`config.mk`:
```
export PLATFORM = sky130hd
export DESIGN_NAME = synth_voice_allocator_adsr_unit
export DESIGN_NICKNAME = d
export VERILOG_FILES = /design/src/rtl/synv_pkg.sv /design/src/rtl/synv_mem.sv /design/src/rtl/synv_env.sv /design/src/rtl/synth_voice_allocator_adsr_unit.sv
export SDC_FILE = /design/constraint.sdc
export NUM_CORES = 2
export LEC_CHECK = 0
export ABC_AREA = 0
export BUFFER_PORTS_ARGS = -buffer_cell sky130_fd_sc_hd__buf_2
export CAP_MARGIN = 15
export CORE_AREA = 2 2 324 326
export CTS_CLUSTER_DIAMETER = 100
export DETAILED_ROUTE_END_ITERATION = 8
export DIE_AREA = 0 0 326 328
export PLACE_DENSITY = 0.78
export SLEW_MARGIN = 20
export SYNTH_ARGS = -nofsm -noshare
export SYNTH_HDL_FRONTEND = slang
export SYNTH_SLANG_ARGS = --single-unit
```
`constraint.sdc`:
```
create_clock -name clk -period 13.54 [get_ports clk]
set_input_delay 1.354 -clock clk [delete_from_list [all_inputs] [get_ports clk]]
set_output_delay 1.354 -clock clk [all_outputs]
set_load 0.02 [all_outputs]
```
`src/rtl/synv_pkg.sv`:
```
package synv_pkg;

    localparam int NUM_VOICES_DEF  = 8;
    localparam int LEVEL_FLOOR_DEF = 1678;

    localparam int LEVEL_W  = 25;
    localparam int FACTOR_W = 24;
    localparam int KEY_W    = 7;
    localparam int AGE_W    = 32;
    localparam int VI_W     = 3;
    localparam int RCNT_W   = 4;
    localparam int PROD_W   = LEVEL_W + FACTOR_W;

    localparam logic [LEVEL_W-1:0] ONE_Q24 = LEVEL_W'(1 << 24);

    localparam logic [LEVEL_W-1:0]  ATTACK_STEP_RST    = LEVEL_W'(34);
    localparam logic [FACTOR_W-1:0] DECAY_FACTOR_RST   = FACTOR_W'(16772560);
    localparam logic [LEVEL_W-1:0]  SUS_LEVEL_RST      = LEVEL_W'(11744051);
    localparam logic [FACTOR_W-1:0] RELEASE_FACTOR_RST = FACTOR_W'(16770000);

    localparam logic [1:0] CFG_ATTACK_STEP    = 2'd0;
    localparam logic [1:0] CFG_DECAY_FACTOR   = 2'd1;
    localparam logic [1:0] CFG_SUS_LEVEL      = 2'd2;
    localparam logic [1:0] CFG_RELEASE_FACTOR = 2'd3;

    typedef enum logic [1:0] {
        OP_NOTE_ON  = 2'd0,
        OP_NOTE_OFF = 2'd1,
        OP_ALL_OFF  = 2'd2,
        OP_TICK     = 2'd3
    } op_t;

    typedef enum logic [2:0] {
        ST_OFF     = 3'd0,
        ST_ATTACK  = 3'd1,
        ST_DECAY   = 3'd2,
        ST_SUSTAIN = 3'd3,
        ST_RELEASE = 3'd4
    } stage_t;

    typedef enum logic [2:0] {
        S_IDLE,
        S_RD,
        S_SCAN,
        S_PICK,
        S_ONWR,
        S_TWB,
        S_EMIT
    } fsm_t;

    typedef struct packed {
        logic               active;
        logic [KEY_W-1:0]   key;
        logic [AGE_W-1:0]   age;
        logic [2:0]         stage;
        logic [LEVEL_W-1:0] level;
    } voice_t;

    typedef struct packed {
        logic [LEVEL_W-1:0]  attack_step;
        logic [FACTOR_W-1:0] decay_factor;
        logic [LEVEL_W-1:0]  sus_level;
        logic [FACTOR_W-1:0] release_factor;
    } env_cfg_t;

    typedef struct packed {
        logic [2:0]         stage;
        logic [LEVEL_W-1:0] level;
    } env_res_t;

endpackage

```
`src/rtl/synv_mem.sv`:
```
module synv_mem
    import synv_pkg::*;
#(
    parameter int NUM_VOICES = NUM_VOICES_DEF,
    parameter int IDX_W      = (NUM_VOICES > 1) ? $clog2(NUM_VOICES) : 1
)
(
    input  logic             clk,
    input  logic             rst_n,
    input  logic             rd_en,
    input  logic [IDX_W-1:0] rd_addr,
    output voice_t           rd_data,
    input  logic             we,
    input  logic [IDX_W-1:0] wr_addr,
    input  voice_t           wr_data
);

    voice_t mem [NUM_VOICES];
    voice_t raw_reg;
    logic   rd_valid_reg;
    logic [NUM_VOICES-1:0] valid_reg;

    always_ff @(posedge clk)
    begin
        if (we)
        begin
            mem[wr_addr] <= wr_data;
        end
        if (rd_en)
        begin
            raw_reg <= mem[rd_addr];
        end
    end

    // entries never written read as the reset value (all zero, stage off)
    always_ff @(posedge clk or negedge rst_n)
    begin
        if (!rst_n)
        begin
            valid_reg    <= '0;
            rd_valid_reg <= 1'b0;
        end
        else
        begin
            if (we)
            begin
                valid_reg[wr_addr] <= 1'b1;
            end
            if (rd_en)
            begin
                rd_valid_reg <= valid_reg[rd_addr];
            end
        end
    end

    assign rd_data = rd_valid_reg ? raw_reg : '0;

endmodule

```
`src/rtl/synv_env.sv`:
```
module synv_env
    import synv_pkg::*;
#(
    parameter int LEVEL_FLOOR = LEVEL_FLOOR_DEF
)
(
    input  logic               clk,
    input  logic               mul_en,
    input  logic [2:0]         stage,
    input  logic [LEVEL_W-1:0] level,
    input  env_cfg_t           cfg,
    output env_res_t           res
);

    localparam logic [LEVEL_W-1:0] FLOOR = LEVEL_W'(LEVEL_FLOOR);

    logic [PROD_W-1:0]   prod_reg;
    logic [LEVEL_W-1:0]  mul_a;
    logic [FACTOR_W-1:0] mul_b;
    logic [LEVEL_W-1:0]  scaled;
    logic [LEVEL_W:0]    att_sum;
    logic [LEVEL_W:0]    dec_sum;

    always_comb
    begin
        if (stage == ST_DECAY)
        begin
            mul_a = level - cfg.sus_level;
            mul_b = cfg.decay_factor;
        end
        else
        begin
            mul_a = level;
            mul_b = cfg.release_factor;
        end
    end

    always_ff @(posedge clk)
    begin
        if (mul_en)
        begin
            prod_reg <= PROD_W'(mul_a) * PROD_W'(mul_b);
        end
    end

    assign scaled  = prod_reg[PROD_W-1:24];
    assign att_sum = {1'b0, level} + {1'b0, cfg.attack_step};
    assign dec_sum = {1'b0, cfg.sus_level} + {1'b0, scaled};

    always_comb
    begin
        res.stage = ST_OFF;
        res.level = '0;
        unique case (stage)
            ST_ATTACK:
            begin
                if (att_sum >= {1'b0, ONE_Q24})
                begin
                    res.stage = ST_DECAY;
                    res.level = ONE_Q24;
                end
                else
                begin
                    res.stage = ST_ATTACK;
                    res.level = att_sum[LEVEL_W-1:0];
                end
            end
            ST_DECAY:
            begin
                if (level <= cfg.sus_level || scaled <= FLOOR)
                begin
                    res.stage = ST_SUSTAIN;
                    res.level = cfg.sus_level;
                end
                else
                begin
                    res.stage = ST_DECAY;
                    res.level = dec_sum[LEVEL_W-1:0];
                end
            end
            ST_SUSTAIN:
            begin
                res.stage = ST_SUSTAIN;
                res.level = cfg.sus_level;
            end
            ST_RELEASE:
            begin
                if (scaled < FLOOR)
                begin
                    res.stage = ST_OFF;
                    res.level = '0;
                end
                else
                begin
                    res.stage = ST_RELEASE;
                    res.level = scaled;
                end
            end
            default:
            begin
                res.stage = ST_OFF;
                res.level = '0;
            end
        endcase
    end

endmodule

```
`src/rtl/synth_voice_allocator_adsr_unit.sv`:
```
// Polyphonic voice allocator with one ADSR amplitude envelope per voice.
// Input channel s_*: tuser carries the op (note on, note off, all off, tick),
// tdata the note number. Output channel m_*: one item per note on, note off
// and all off; NUM_VOICES items per tick in voice order, tlast on the final.
// Configuration: cfg_we/cfg_index/cfg_data write one envelope register per
// clock; write only while idle.
// Voice state sits in a one-port-read, one-port-write synchronous memory; the
// sequencer walks it one voice at a time (read, then modify and write back).
// A tick reads each voice, registers its envelope product and writes it back;
// a note on scans all voices, rereads the chosen one and writes it; note off
// and all off update voices during the scan, then emit one item.
// s_tready is high only between items. A stalled receiver holds the single
// output register; the walk waits on it and resumes when it drains.
// Reset (rst_n, async low) clears the voice table through per-entry valid
// bits, loads the register defaults and takes effect at once, no sweep.
module synth_voice_allocator_adsr_unit
    import synv_pkg::*;
#(
    parameter int NUM_VOICES  = NUM_VOICES_DEF,
    parameter int LEVEL_FLOOR = LEVEL_FLOOR_DEF
)
(
    input  logic         clk,
    input  logic         rst_n,
    input  logic         s_tvalid,
    output logic         s_tready,
    input  logic [7:0]   s_tdata,   // [6:0] note_number
    input  logic [1:0]   s_tuser,   // [1:0] op
    output logic         m_tvalid,
    input  logic         m_tready,
    // [2:0] voice_index, [9:3] voice_note, [12:10] env_stage_out,
    // [37:13] env_level_out, [41:38] released_count
    output logic [47:0]  m_tdata,
    output logic         m_tlast,
    input  logic         cfg_we,
    input  logic [1:0]   cfg_index,
    input  logic [24:0]  cfg_data
);

    localparam int IDX_W = (NUM_VOICES > 1) ? $clog2(NUM_VOICES) : 1;
    localparam int CNT_W = $clog2(NUM_VOICES + 1);
    localparam logic [IDX_W-1:0] LAST_IDX = IDX_W'(NUM_VOICES - 1);

    env_cfg_t cfg_reg;

    fsm_t             state_reg, state_next;
    op_t              op_reg;
    logic [KEY_W-1:0] note_reg;
    logic [IDX_W-1:0] idx_reg, idx_next;
    logic [CNT_W-1:0] cnt_reg, cnt_next;
    logic [AGE_W-1:0] age_cnt_reg, age_cnt_next;

    logic             free_found_reg, free_found_next;
    logic [IDX_W-1:0] free_idx_reg, free_idx_next;
    logic             rel_found_reg, rel_found_next;
    logic [IDX_W-1:0] rel_idx_reg, rel_idx_next;
    logic [AGE_W-1:0] rel_age_reg, rel_age_next;
    logic [IDX_W-1:0] old_idx_reg, old_idx_next;
    logic [AGE_W-1:0] old_age_reg, old_age_next;

    logic               out_valid_reg;
    logic [VI_W-1:0]    out_vi_reg, out_vi_next;
    logic [KEY_W-1:0]   out_note_reg, out_note_next;
    logic [2:0]         out_stage_reg, out_stage_next;
    logic [LEVEL_W-1:0] out_level_reg, out_level_next;
    logic [RCNT_W-1:0]  out_cnt_reg, out_cnt_next;
    logic               out_last_reg, out_last_next;
    logic               out_load;

    logic             slot_free;
    logic             accept;
    logic             rd_en;
    logic [IDX_W-1:0] rd_addr;
    voice_t           rd_data;
    logic             mem_we;
    voice_t           wr_data;
    logic             mul_en;
    env_res_t         env_res;
    logic [IDX_W-1:0] pick_idx;
    logic [RCNT_W-1:0] cnt_sat;

    synv_mem #(
        .NUM_VOICES (NUM_VOICES),
        .IDX_W      (IDX_W)
    ) u_mem (
        .clk     (clk),
        .rst_n   (rst_n),
        .rd_en   (rd_en),
        .rd_addr (rd_addr),
        .rd_data (rd_data),
        .we      (mem_we),
        .wr_addr (idx_reg),
        .wr_data (wr_data)
    );

    synv_env #(
        .LEVEL_FLOOR (LEVEL_FLOOR)
    ) u_env (
        .clk    (clk),
        .mul_en (mul_en),
        .stage  (rd_data.stage),
        .level  (rd_data.level),
        .cfg    (cfg_reg),
        .res    (env_res)
    );

    assign slot_free = !out_valid_reg || m_tready;
    assign accept    = s_tvalid && s_tready;
    assign pick_idx  = free_found_reg ? free_idx_reg :
                       (rel_found_reg ? rel_idx_reg : old_idx_reg);
    assign cnt_sat   = (32'(cnt_reg) > 32'd15) ? RCNT_W'(15) : RCNT_W'(cnt_reg);

    // next state
    always_comb
    begin
        state_next = state_reg;
        unique case (state_reg)
            S_IDLE:
            begin
                if (s_tvalid)
                begin
                    state_next = S_RD;
                end
            end
            S_RD:
            begin
                state_next = S_SCAN;
            end
            S_SCAN:
            begin
                if (op_reg == OP_TICK)
                begin
                    state_next = S_TWB;
                end
                else if (idx_reg != LAST_IDX)
                begin
                    state_next = S_RD;
                end
                else if (op_reg == OP_NOTE_ON)
                begin
                    state_next = S_PICK;
                end
                else
                begin
                    state_next = S_EMIT;
                end
            end
            S_PICK:
            begin
                state_next = S_ONWR;
            end
            S_ONWR, S_EMIT:
            begin
                if (slot_free)
                begin
                    state_next = S_IDLE;
                end
            end
            S_TWB:
            begin
                if (slot_free)
                begin
                    state_next = (idx_reg == LAST_IDX) ? S_IDLE : S_RD;
                end
            end
            default:
            begin
                state_next = S_IDLE;
            end
        endcase
    end

    // outputs and datapath
    always_comb
    begin
        s_tready        = (state_reg == S_IDLE);
        rd_en           = 1'b0;
        rd_addr         = idx_reg;
        mem_we          = 1'b0;
        wr_data         = rd_data;
        mul_en          = 1'b0;
        out_load        = 1'b0;
        idx_next        = idx_reg;
        cnt_next        = cnt_reg;
        age_cnt_next    = age_cnt_reg;
        free_found_next = free_found_reg;
        free_idx_next   = free_idx_reg;
        rel_found_next  = rel_found_reg;
        rel_idx_next    = rel_idx_reg;
        rel_age_next    = rel_age_reg;
        old_idx_next    = old_idx_reg;
        old_age_next    = old_age_reg;
        out_vi_next     = '0;
        out_note_next   = '0;
        out_stage_next  = ST_OFF;
        out_level_next  = '0;
        out_cnt_next    = '0;
        out_last_next   = 1'b1;

        unique case (state_reg)
            S_IDLE:
            begin
                idx_next        = '0;
                cnt_next        = '0;
                free_found_next = 1'b0;
                rel_found_next  = 1'b0;
            end
            S_RD:
            begin
                rd_en = 1'b1;
            end
            S_SCAN:
            begin
                mul_en = (op_reg == OP_TICK);
                if (op_reg != OP_TICK && idx_reg != LAST_IDX)
                begin
                    idx_next = idx_reg + 1'b1;
                end
                unique case (op_reg)
                    OP_NOTE_ON:
                    begin
                        if (!free_found_reg && !rd_data.active && rd_data.stage == ST_OFF)
                        begin
                            free_found_next = 1'b1;
                            free_idx_next   = idx_reg;
                        end
                        if (rd_data.stage == ST_RELEASE &&
                            (!rel_found_reg || rd_data.age < rel_age_reg))
                        begin
                            rel_found_next = 1'b1;
                            rel_idx_next   = idx_reg;
                            rel_age_next   = rd_data.age;
                        end
                        if (idx_reg == '0 || rd_data.age < old_age_reg)
                        begin
                            old_idx_next = idx_reg;
                            old_age_next = rd_data.age;
                        end
                    end
                    OP_NOTE_OFF:
                    begin
                        if (rd_data.active && rd_data.key == note_reg &&
                            rd_data.stage != ST_RELEASE)
                        begin
                            mem_we         = 1'b1;
                            wr_data.active = 1'b0;
                            wr_data.stage  = ST_RELEASE;
                            cnt_next       = cnt_reg + 1'b1;
                        end
                    end
                    OP_ALL_OFF:
                    begin
                        mem_we         = 1'b1;
                        wr_data.active = 1'b0;
                        wr_data.stage  = ST_OFF;
                        wr_data.level  = '0;
                    end
                    default:
                    begin
                    end
                endcase
            end
            S_PICK:
            begin
                rd_en    = 1'b1;
                rd_addr  = pick_idx;
                idx_next = pick_idx;
            end
            S_ONWR:
            begin
                if (slot_free)
                begin
                    mem_we         = 1'b1;
                    wr_data.active = 1'b1;
                    wr_data.key    = note_reg;
                    wr_data.age    = age_cnt_reg;
                    wr_data.stage  = ST_ATTACK;
                    age_cnt_next   = age_cnt_reg + 1'b1;
                    out_load       = 1'b1;
                    out_vi_next    = VI_W'(idx_reg);
                    out_note_next  = note_reg;
                    out_stage_next = ST_ATTACK;
                    out_level_next = rd_data.level;
                end
            end
            S_TWB:
            begin
                if (slot_free)
                begin
                    mem_we         = 1'b1;
                    wr_data.stage  = env_res.stage;
                    wr_data.level  = env_res.level;
                    out_load       = 1'b1;
                    out_vi_next    = VI_W'(idx_reg);
                    out_note_next  = rd_data.key;
                    out_stage_next = env_res.stage;
                    out_level_next = env_res.level;
                    out_last_next  = (idx_reg == LAST_IDX);
                    if (idx_reg != LAST_IDX)
                    begin
                        idx_next = idx_reg + 1'b1;
                    end
                end
            end
            S_EMIT:
            begin
                if (slot_free)
                begin
                    out_load     = 1'b1;
                    out_cnt_next = cnt_sat;
                end
            end
            default:
            begin
            end
        endcase
    end

    always_ff @(posedge clk or negedge rst_n)
    begin
        if (!rst_n)
        begin
            state_reg              <= S_IDLE;
            age_cnt_reg            <= '0;
            out_valid_reg          <= 1'b0;
            cfg_reg.attack_step    <= ATTACK_STEP_RST;
            cfg_reg.decay_factor   <= DECAY_FACTOR_RST;
            cfg_reg.sus_level      <= SUS_LEVEL_RST;
            cfg_reg.release_factor <= RELEASE_FACTOR_RST;
        end
        else
        begin
            state_reg   <= state_next;
            age_cnt_reg <= age_cnt_next;
            if (out_load)
            begin
                out_valid_reg <= 1'b1;
            end
            else if (m_tready)
            begin
                out_valid_reg <= 1'b0;
            end
            if (cfg_we)
            begin
                unique case (cfg_index)
                    CFG_ATTACK_STEP:    cfg_reg.attack_step    <= cfg_data;
                    CFG_DECAY_FACTOR:   cfg_reg.decay_factor   <= cfg_data[FACTOR_W-1:0];
                    CFG_SUS_LEVEL:      cfg_reg.sus_level      <= cfg_data;
                    CFG_RELEASE_FACTOR: cfg_reg.release_factor <= cfg_data[FACTOR_W-1:0];
                    default:            cfg_reg                <= cfg_reg;
                endcase
            end
        end
    end

    always_ff @(posedge clk)
    begin
        if (accept)
        begin
            op_reg   <= op_t'(s_tuser);
            note_reg <= s_tdata[KEY_W-1:0];
        end
        idx_reg        <= idx_next;
        cnt_reg        <= cnt_next;
        free_found_reg <= free_found_next;
        free_idx_reg   <= free_idx_next;
        rel_found_reg  <= rel_found_next;
        rel_idx_reg    <= rel_idx_next;
        rel_age_reg    <= rel_age_next;
        old_idx_reg    <= old_idx_next;
        old_age_reg    <= old_age_next;
        if (out_load)
        begin
            out_vi_reg    <= out_vi_next;
            out_note_reg  <= out_note_next;
            out_stage_reg <= out_stage_next;
            out_level_reg <= out_level_next;
            out_cnt_reg   <= out_cnt_next;
            out_last_reg  <= out_last_next;
        end
    end

    assign m_tvalid = out_valid_reg;
    assign m_tlast  = out_last_reg;
    assign m_tdata  = {6'd0, out_cnt_reg, out_level_reg, out_stage_reg,
                       out_note_reg, out_vi_reg};

    a_we_busy: assert property (@(posedge clk) disable iff (!rst_n)
        mem_we |-> state_reg != S_IDLE)
        else $error("voice table written while idle");

    a_load_free: assert property (@(posedge clk) disable iff (!rst_n)
        out_load |-> (!out_valid_reg || m_tready))
        else $error("result overwritten while stalled");

    a_age_step: assert property (@(posedge clk) disable iff (!rst_n)
        age_cnt_reg != $past(age_cnt_reg) |-> $past(state_reg) == S_ONWR)
        else $error("age counter moved outside note on");

    a_one_load: assert property (@(posedge clk) disable iff (!rst_n)
        (state_reg == S_ONWR && slot_free) |=> state_reg == S_IDLE && out_valid_reg)
        else $error("note on result missing");

endmodule
```
==> results.cfg <==
[hold_path]
hp-class = flip-flop to flip-flop
min_path_cells = 1
min-delay-start = u_mem.valid_reg[6]
holdPathEnd = u_mem.valid_reg[6]

[logic_synthesis]
ys_seq_elements = 914
synth_fa_ha_area_share_pct = 22.6
syn_inst = 5911
synth_compound_area_share_pct = 7.56
ys_seq_area_share_pct = 43.4
avgSynthCellArea_um2 = 10.4
synth_ff_type = edfxtp_1
muxShareOfSynthArea_pct = 3.34
yosys.area_share.xor_xnor_pct = 1.74
async_flop_share_pct = 15.6
syn_area_um2 = 61800
synth_top_family_by_area = adder cells
synth_edf_count = 771
synthSimpleGateAreaFrac_pct = 15.5
ys_types = 85
ys_warn_count = 0

[die]
die_area_um2 = 107000
fp.dieW_um = 326
initial_core_util_pct = 59.8
fp-row-count = 118
io_pins = 93
die_h_um = 328
core_um2 = 103000

[critical_path]
end_kind = flip-flop
startpoint_type = flip-flop
r2r-start = u_mem.rd_valid_reg
required_ns = 13.98
path_max_fanout = 57
slowest_delay_ns = 0.85
cp.arrival_ns = 12.35
cp_common_cell = fa_1
crit_slowest_cell = dfrtp_4
r2r_cells = 34
r2r_end = u_env.prod_reg[46]
ff2ff_setup_slack_ns = 1.62
path_class = flip-flop to flip-flop

[sta]
grt_setup_unrepaired = false
worstMarginPinSlew_ns = 1.18
slew_headroom_pct = 18.8
finalCritPeriodShare_pct = 88.0
setup_violations = 0
fmax_mhz = 83.9
fin_ws_ns = 1.62
hold_violations = 0
tns_ns = 0
slew_viol_final = 0
fin_skew_ns = 0.0475
min_period_ns = 11.92

[detailed_routing]
num_vias = 45136
first_pass_iters = 8
postRouteAntennaNets = 0
route.detailed.drc = 0
drt_iter0_markers = 5318
vias_per_cell = 6.12
wl_per_cell_um = 23.1
drt-total-wl_um = 171000

[grt]
grt_pass1_wl_um = 263000
antenna_found_initial = 10
grt.total_usage_pct = 32.1
grt_max_degree = 210
grt_pass1_vias = 45283
grt-ovfl-total = 0

[cts]
clk_path_buf_depth = 3
cts_tree = yes
clk_latency_ns = 0.69
cts_buffers = 89
postCtsHoldBufs = 0
cts_setup_buffers = 0
cts_root_buffer = clkbuf_16
htreeDepth = 3
clk_pin_slew_ns = 0.07
clock-sinks = 914
cts.repair.resized = 0

[placement]
port-buffer-count = 85
routabilityCongestion = 0.977
dp_hpwl_um = 115000
place_worst_setup_slack_ns = 1.99

[job]
drv_cap = 0

[final_layout]
nFillCells = 7795
multi_input_area_um2 = 31600
synthToLayoutAreaGrowth_pct = 8.27
final_common_cell = nand2_1
largest_reg_flops = 544
seqCellArea_um2 = 26800
drive_above_1_share_pct = 9.54
fin_nets = 6763
final_cell_mix = 1,129 x nand2_1, 771 x edfxtp_1, 681 x inv_1

[outcome]
status = finished, final reports clean
==> worst max path at each step <==
stage	slack (ns)	end	start	depth (start not counted)
after global routing	1.25	u_env.prod_reg[46]	u_mem.rd_valid_reg	34
after CTS	1.98	u_env.prod_reg[46]	u_mem.rd_valid_reg	34
after detailed placement	1.99	u_env.prod_reg[48]	u_mem.rd_valid_reg	34
final	1.62	u_env.prod_reg[46]	u_mem.rd_valid_reg	34
after floorplan	3.42	u_env.prod_reg[46]	u_mem.rd_valid_reg	41
after global placement	2.21	u_env.prod_reg[46]	u_mem.rd_valid_reg	34
==> Yosys cell counts (all sizes together), types with 37 or more instances <==
cell type / count / share of area [%]
a21o: 89 / 1.1
a21oi: 153 / 1.3
a22o: 42 / 0.60
and2: 61 / 0.62
buf: 40 / 0.35
clkbuf: 236 / 1.4
dfrtp: 95 / 3.8
dfstp: 48 / 2.0
edfxtp: 771 / 37
fa: 504 / 16
ha: 308 / 6.2
inv: 681 / 4.1
mux2: 141 / 2.6
mux2i: 47 / 0.76
nand2: 1130 / 6.9
nand3: 393 / 3.2
nand4: 38 / 0.38
nor2: 389 / 2.4
o21ai: 193 / 1.6
xnor2: 86 / 1.2
xor2: 37 / 0.52
==> metal layers <==
layer,share of wire [%],vias to the layer above,track usage [%]
met5,0,-,0
met4,4.5,0,13.1
met3,11,452,6.31
met2,46,2529,50.6
met1,39,22265,44.0
li1,-,19890,-
==> per-stage QoR <==
step / instance area [µm²] / hold slack (ns) / util (%) / cells
2_1_floorplan: 61800 / 0.439 / - / 5916
3_3_place_gp: 63800 / 0.453 / 61.8 / 7198
3_5_place_dp: 63800 / 0.455 / 61.8 / 7198
4_1_cts: 66800 / 0.471 / 64.8 / 7365
5_1_grt: 66900 / 0.480 / 64.8 / 7366
6_report: 66900 / 0.471 / 64.8 / 7371
==> worst max-delay path: cells and delay by family, from the launching register on <==
family | cells | cell delay [ns]
compound gates | 12 | 3.64
flops | 1 | 0.85
fa+ha+maj | 9 | 4.08
simple gates | 9 | 2.68
buf+inv | 3 | 0.15
xor+xnor | 1 | 0.23
==> layout make-up <==
| class | count | area share [%] |
|---|---|---|
| inverter | 681 | 3.82 |
| antenna | 6 | 0.0225 |
| clock buffer | 106 | 3.47 |
| tap | 1380 | 2.58 |
| timing repair buffer | 178 | 1.73 |
| sequential | 914 | 40.1 |
| multi-input combinational | 4045 | 47.3 |
| clock inverter | 61 | 1.04 |
==> logic make-up (layout without fill, tap and decap cells) <==
logic type,count (synthesis),after routing
xor+xnor,123,123
flops,914,914
simple gates,2200,2200
mux,188,188
fa+ha+maj,813,813
other cells,1,12
buf+inv,957,1026
compound gates,715,715
Power is left out: the tool's default activity adds up to more than one toggle a clock period on the data nets, which glitch-free logic cannot reach.
